==> config.mk <==
export PLATFORM = sky130hd
export DESIGN_NAME = ssdr_ctrl
export DESIGN_NICKNAME = d
export VERILOG_FILES = /design/src/hdl/ssdr_pkg.sv /design/src/hdl/ssdr_ctrl.sv
export SDC_FILE = /design/constraint.sdc
export NUM_CORES = 1
export LEC_CHECK = 0
export BUFFER_PORTS_ARGS = -buffer_cell sky130_fd_sc_hd__buf_4
export CAP_MARGIN = 40
export CORE_AREA = 2 2 39 41
export CTS_CLUSTER_DIAMETER = 40
export DETAILED_ROUTE_END_ITERATION = 10
export DIE_AREA = 0 0 41 43
export GPL_TIMING_DRIVEN = 0
export PLACE_DENSITY_LB_ADDON = 0.3
export SLEW_MARGIN = 5
export SYNTH_ARGS = -nofsm -noshare
export SYNTH_HDL_FRONTEND = slang
export SYNTH_SLANG_ARGS = --single-unit
==> constraint.sdc <==
create_clock -name clk -period 1.2 [get_ports clk]
set_input_delay 0.36 -clock clk [delete_from_list [all_inputs] [get_ports clk]]
set_output_delay 0.36 -clock clk [all_outputs]
set_load 0.005 [all_outputs]
==> src/hdl/ssdr_pkg.sv <==
`default_nettype none

package ssdr_pkg;

  localparam int NUM_SETS        = 2048;
  localparam int NUM_WAYS        = 16;
  localparam int COUNTER_ENTRIES = 64;

  localparam int SET_W    = $clog2(NUM_SETS);
  localparam int WAY_W    = $clog2(NUM_WAYS);
  localparam int SLOT_W   = $clog2(COUNTER_ENTRIES);
  localparam int SIG_W    = 6;
  localparam int RRPV_W   = 2;
  localparam int CNT_W    = 2;
  localparam int EPOCH_W  = 8;
  localparam int PERIOD_W = 16;
  localparam int PC_W     = 64;
  localparam int SET_IN_W = 11;
  localparam int WAY_IN_W = 4;
  localparam int VICTIM_W = 4;

  localparam int SIG_SHIFT_A = 11;
  localparam int SIG_SHIFT_B = 17;
  localparam int SLOT_SHIFT  = 3;

  typedef logic [RRPV_W-1:0]   rrpv_t;
  typedef logic [SIG_W-1:0]    sig_t;
  typedef logic [SLOT_W-1:0]   slot_t;
  typedef logic [CNT_W-1:0]    cnt_t;
  typedef logic [WAY_W-1:0]    way_idx_t;
  typedef logic [SET_W-1:0]    set_idx_t;
  typedef logic [EPOCH_W-1:0]  epoch_t;
  typedef logic [PERIOD_W-1:0] period_t;

  localparam rrpv_t RRPV_MAX       = 2'd3;
  localparam rrpv_t RRPV_RESET     = 2'd2;
  localparam rrpv_t RRPV_FILL_DEAD = 2'd2;
  localparam rrpv_t RRPV_NEAR      = 2'd0;

  localparam cnt_t CNT_MAX   = 2'd3;
  localparam cnt_t CNT_MIN   = 2'd0;
  localparam cnt_t CNT_RESET = 2'd1;
  localparam cnt_t CNT_REUSE = 2'd2;

  localparam period_t PERIOD_RESET = 16'd4096;

  localparam logic MODE_QUERY  = 1'b0;
  localparam logic MODE_UPDATE = 1'b1;

  typedef struct packed {
    rrpv_t [NUM_WAYS-1:0] rrpv;
    sig_t  [NUM_WAYS-1:0] sig;
  } line_row_t;

  typedef struct packed {
    epoch_t              epoch;
    logic [NUM_WAYS-1:0] dead;
  } dead_row_t;

  typedef enum logic [3:0] {
    S_INIT,
    S_CLEAR,
    S_IDLE,
    S_ROW,
    S_VIC,
    S_PUT,
    S_HIT,
    S_DEC,
    S_RDNEW,
    S_FILL
  } state_t;

  typedef struct packed {
    logic capture;
    logic row_latch;
    logic cnt_old_sel;
    logic cnt_dec;
    logic hit_write;
    logic fill_write;
    logic vic_write;
    logic put;
    logic tick;
    logic sweep;
    logic sweep_lines;
  } cmd_t;

  typedef struct packed {
    logic is_query;
    logic is_hit;
    logic way_ok;
    logic sweep_last;
    logic wrap_due;
    logic out_free;
  } status_t;

  function automatic sig_t pc_signature(input logic [PC_W-1:0] pc);
    logic [PC_W-1:0] mix;
    mix = pc ^ (pc >> SIG_SHIFT_A) ^ (pc >> SIG_SHIFT_B);
    return mix[SIG_W-1:0];
  endfunction

  function automatic slot_t counter_slot(input sig_t s);
    sig_t folded;
    folded = s ^ (s >> SLOT_SHIFT);
    return SLOT_W'(folded);
  endfunction

endpackage

`default_nettype wire

==> src/hdl/ssdr_ctrl.sv <==
`default_nettype none

module ssdr_ctrl
  import ssdr_pkg::*;
(
  input  logic    clk,
  input  logic    rst,
  input  logic    in_valid,
  output logic    in_stall,
  input  status_t status,
  output cmd_t    cmd
);

  state_t state, state_next;

  always_ff @(posedge clk) begin
    if (rst) begin
      state <= S_INIT;
    end else begin
      state <= state_next;
    end
  end

  always_comb begin
    state_next = state;
    unique case (state) inside
      S_INIT, S_CLEAR: begin
        if (status.sweep_last) begin
          state_next = S_IDLE;
        end
      end
      S_IDLE: begin
        if (in_valid) begin
          state_next = S_ROW;
        end
      end
      S_ROW: begin
        if (status.is_query) begin
          state_next = S_VIC;
        end else if (!status.way_ok) begin
          state_next = S_IDLE;
        end else if (status.is_hit) begin
          state_next = S_HIT;
        end else begin
          state_next = S_DEC;
        end
      end
      S_VIC: state_next = S_PUT;
      S_PUT: begin
        if (status.out_free) begin
          state_next = S_IDLE;
        end
      end
      S_HIT, S_FILL: begin
        state_next = status.wrap_due ? S_CLEAR : S_IDLE;
      end
      S_DEC:   state_next = S_RDNEW;
      S_RDNEW: state_next = S_FILL;
      default: state_next = S_INIT;
    endcase
  end

  always_comb begin
    cmd      = '0;
    in_stall = 1'b1;
    unique case (state) inside
      S_INIT: begin
        cmd.sweep       = 1'b1;
        cmd.sweep_lines = 1'b1;
      end
      S_CLEAR: cmd.sweep = 1'b1;
      S_IDLE: begin
        in_stall    = 1'b0;
        cmd.capture = in_valid;
      end
      S_ROW: begin
        cmd.row_latch   = 1'b1;
        cmd.cnt_old_sel = !status.is_hit;
      end
      S_VIC: cmd.vic_write = 1'b1;
      S_PUT: cmd.put = status.out_free;
      S_HIT: begin
        cmd.hit_write = 1'b1;
        cmd.tick      = 1'b1;
      end
      S_DEC: cmd.cnt_dec = 1'b1;
      S_RDNEW: begin
      end
      S_FILL: begin
        cmd.fill_write = 1'b1;
        cmd.tick       = 1'b1;
      end
      default: begin
      end
    endcase
  end

  a_capture_reads_row: assert property (@(posedge clk) disable iff (rst)
    cmd.capture |=> state == S_ROW)
    else $error("accepted beat did not move on to the row read");

  a_put_returns_idle: assert property (@(posedge clk) disable iff (rst)
    cmd.put |=> state == S_IDLE)
    else $error("result handed over without returning to idle");

endmodule

`default_nettype wire

Word level (Yosys, flattened, before mapping)
Index checks and enable logic that the tools add are counted.
- equality and inequality tests: 12
- multiplexer cells: 19
- reductions and logical operators: 5
- operator list (kind ; number):
    4-bit one-hot mux with 8 select lines ; 1
    4-bit 2-to-1 mux ; 5
    4-bit by 3-bit == test with 1-bit output (second input constant) ; 4
    1-bit 2-to-1 mux ; 11
    4-bit by 2-bit == test with 1-bit output (second input constant) ; 2
    4-bit == test (second input constant) ; 2
    4-bit by 1-bit == test with 1-bit output (second input constant) ; 1
    4-bit logical NOT ; 1
    2-bit 2-to-1 mux ; 2
    2-bit != test (second input constant) ; 2
    2-bit OR reduction ; 2
    3-bit AND reduction ; 1
    2-bit by 1-bit != test with 1-bit output (second input constant) ; 1
    1-bit logical NOT ; 1
- register bits: 4
- input bits: 9
- output and inout bits: 12
- logic and storage cells: 37

Longest topological paths before layout
- depth in word-level cells: 4
- mapped depth: 5

Least setup slack after synthesis
OpenSTA, ideal clock, no wires.
- kind: register to output
- from: reg state[1]
- to: out cmd[2] (netlist bit)
- arrival time: 983 ps
- path slack: -143 ps
- stages on the path, launching flop included: 5
- buffers on the path: 1
- cells stage by stage: dfxtp_1 buf_6 inv_1 nor3_1 or2_1
- RTL lines (item ; line ; RTL):
    start, declared ; ssdr_ctrl.sv:14 ; state_t state, state_next;
    start signal, assigned ; ssdr_ctrl.sv:20 ; state <= state_next;
    end, declared ; ssdr_ctrl.sv:11 ; output cmd_t cmd

==> impl_metrics.env <==
export IMPL_grt_pass1_wl_um=2570
export IMPL_violations="setup timing"
export IMPL_crit_type="flop to output pin"
export IMPL_r2r_end="state[0]$_SDFFE_PP0P_"
export IMPL_yosysTopAreaCell="dfxtp_1"
export IMPL_fin_cells=114
export IMPL_required_ps=840
export IMPL_combPwrFrac=0.635
export IMPL_fin_util=0.673
export IMPL_cpMaxStageDelayCell="dfxtp_4"
export IMPL_wl_per_cell_um=15.0
export IMPL_setup_violations=14
export IMPL_cts_tree="yes"
export IMPL_ys_top_cells_by_area="dfxtp_1, nor3b_1, nand3_1, buf_6, nor3_1"
export IMPL_final_nets=109
export IMPL_ctsHoldBuffers=0
export IMPL_grt_pass1_vias=602
export IMPL_regArea_um2=95.1
export IMPL_n_antenna_cell=0
export IMPL_drc_errors=0
export IMPL_die_area_um2=1760
export IMPL_regMostFlops="state"
export IMPL_p_leak_nw=0.408
export IMPL_die_h_um=43
export IMPL_hold_viol=0
export IMPL_clockBufferDepth=2
export IMPL_yosys_warnings=0
export IMPL_largest_registers="state x4"
export IMPL_drive_above_1_share=0.673
export IMPL_vias=614
export IMPL_cp_max_fo=6
export IMPL_vias_per_cell=5.39
export IMPL_switchingPower_mw=0.365
export IMPL_critPathLaunchType="flop"
export IMPL_io_buffer_count=20
export IMPL_dp_hpwl_um=935
export IMPL_synth_yosys_seq_area_share=0.187
export IMPL_firstDrtPassIters=4
export IMPL_ant_nets=0
export IMPL_drtIter0Drc=12
export IMPL_wl_um=1720
export IMPL_fin_ws_ps=-442
export IMPL_switching_share=0.368
export IMPL_num_fill_cells=109
export IMPL_antenna_found_initial=0
export IMPL_final_setup_skew_ps=7.58
export IMPL_synth_area_um2=429
export IMPL_root_buffer="clkbuf_4"
export IMPL_grt_overflow_total=0
export IMPL_clock_sinks=4
export IMPL_rsz0062_at_grt="true"
export IMPL_postSynthCellCount=61
export IMPL_status="complete, but fails checks"
export IMPL_synth_top_cell_area_share=0.187
export IMPL_hold_end="state[2]$_SDFFE_PP0P_"
export IMPL_die_w_um=41
export IMPL_ir_drop_mv=0.604
export IMPL_finalInstanceArea_um2=931
export IMPL_rows=14
export IMPL_largest_register_ffs=4
export IMPL_crit_path_cell_trace="and2b_1, and2_4, or2_1, buf_6"
export IMPL_grt_usage=0.208
export IMPL_period_needed_ps=1640
export IMPL_maxCapViolCount=0
export IMPL_grt_max_degree=11
export IMPL_syn_nets=70
export IMPL_share_seq_of_total_power=0.188
export IMPL_synth_avg_cell_area_um2=7.04
export IMPL_initial_core_util=0.310
export IMPL_core_area_um2=1380
export IMPL_worstReg2RegStart="state[1]$_SDFFE_PP0P_"
export IMPL_power_density_nw_per_um2=1060
export IMPL_fin_setup_tns_ps=-3890
export IMPL_place_congestion=0.798
export IMPL_slew_headroom=0.823
export IMPL_ys_types=30
export IMPL_min_delay_start="rst"
export IMPL_hold_class="input port to flop"
export IMPL_cts_buffers=3
export IMPL_maxSlewViolCount=0
export IMPL_r2r_cells=7
export IMPL_worst_skew_pair_late_latency_ps=250
export IMPL_htreeDepth=1
export IMPL_final_cell_mix="buf_4, buf_6, dfxtp_4"
export IMPL_worst_slew_pin_slew_ps=262
export IMPL_intPower_mw=0.626
export IMPL_clkTransAtPathRegs_ps=40
export IMPL_cp_slowest_stage_delay_ps=370
export IMPL_ys_seq_elements=4
export IMPL_clkPwrFrac=0.177
export IMPL_final_common_cell="buf_4"
export IMPL_cp_end_kind="output pin"
export IMPL_dp_cells=97
export IMPL_post_route_period_util=1.37
export IMPL_arrival_ps=1280
export IMPL_reg2reg_slack_ps=-180
export IMPL_syn_to_final_growth_pct=117
export IMPL_place_area_um2=636
export IMPL_io_pin_count=21
export IMPL_fmax_mhz=609
export IMPL_hold_depth=2
export IMPL_multi_input_comb_area_um2=410
cell usage after synthesis:
library cell,number
nand3_1,5
dfxtp_1,4
inv_1,4
nor2_1,4
nor3_1,4
nor3b_1,4
nand2_1,3
o21ai_0,3
a21oi_1,2
a31oi_1,2
and3_1,2
buf_2,2
buf_6,2
nand2b_1,2
nor2b_1,2
o211ai_1,2
a211oi_1,1
a21o_1,1
a32o_1,1
and2_1,1
and2b_1,1
and4bb_2,1
buf_4,1
nor2_2,1
nor4_1,1
o22ai_1,1
o32ai_1,1
o41ai_1,1
or2_1,1
or3b_1,1
critical path, delay by kind of cell (launching register included):
kind	cells	cell delay, ps
simple gates	3	550
flops	1	370
buf+inv	1	110
cell families after synthesis:
kind of cell / after synthesis / synth area share
AND/OR/NAND/NOR: 33 / 0.449
AO/OA/AOI/OAI: 15 / 0.236
buffers and inverters: 9 / 0.128
flip-flops: 4 / 0.187
repair_timing:
action	CTS	global route
pin swaps	10	6
endpoints found under the hold margin	0	0
gates resized for setup	38	9
buffers inserted	14	1
setup endpoints to repair	14	14
gates cloned	0	0
routing by layer:
| layer | track usage | part of all wire | vias up |
|---|---|---|---|
| li1 | - | - | 300 |
| met1 | 0.246 | 0.40 | 297 |
| met2 | 0.341 | 0.55 | 13 |
| met3 | 0.0576 | 0.031 | 4 |
| met4 | 0.0733 | 0.020 | 0 |
| met5 | 0 | 0 | - |
area by class of cell:
type	count	area share
Multi-Input combinational cell	48	0.441
Timing Repair Buffer	35	0.327
Tap cell	16	0.0215
Clock buffer	3	0.0242
Sequential cell	4	0.102
Buffer	4	0.0605
Inverter	4	0.0242
worst max path at each step:
stage / from / to / slack, ps / depth (start not counted)
2_1_floorplan: state[2]$_SDFFE_PP0P_ / cmd[2] / -50 / 3
3_3_place_gp: state[0]$_SDFFE_PP0P_ / cmd[10] / -220 / 4
3_5_place_dp: state[0]$_SDFFE_PP0P_ / cmd[10] / -230 / 4
4_1_cts: state[2]$_SDFFE_PP0P_ / cmd[2] / -420 / 4
5_1_grt: state[2]$_SDFFE_PP0P_ / cmd[2] / -470 / 4
6_report: state[2]$_SDFFE_PP0P_ / cmd[2] / -440 / 4
metrics by stage:
stage	worst slack, ps	hold WS (ps)	total power [mW]
6_report	-442	301	0.990
5_1_grt	-473	299	1.05
4_1_cts	-418	291	0.915
3_5_place_dp	-225	550	0.531
3_3_place_gp	-218	553	0.529
2_1_floorplan	-47.4	425	0.396
power groups by stage:
stage          logic [mW]  clock network (mW)  registers, mW
2_1_floorplan       0.222                   0          0.175
3_3_place_gp        0.342                   0          0.187
3_5_place_dp        0.344                   0          0.187
4_1_cts             0.552               0.180          0.183
5_1_grt             0.666               0.193          0.187
6_report            0.629               0.175          0.186
No activity file was read; power rests on OpenSTA's default activity.
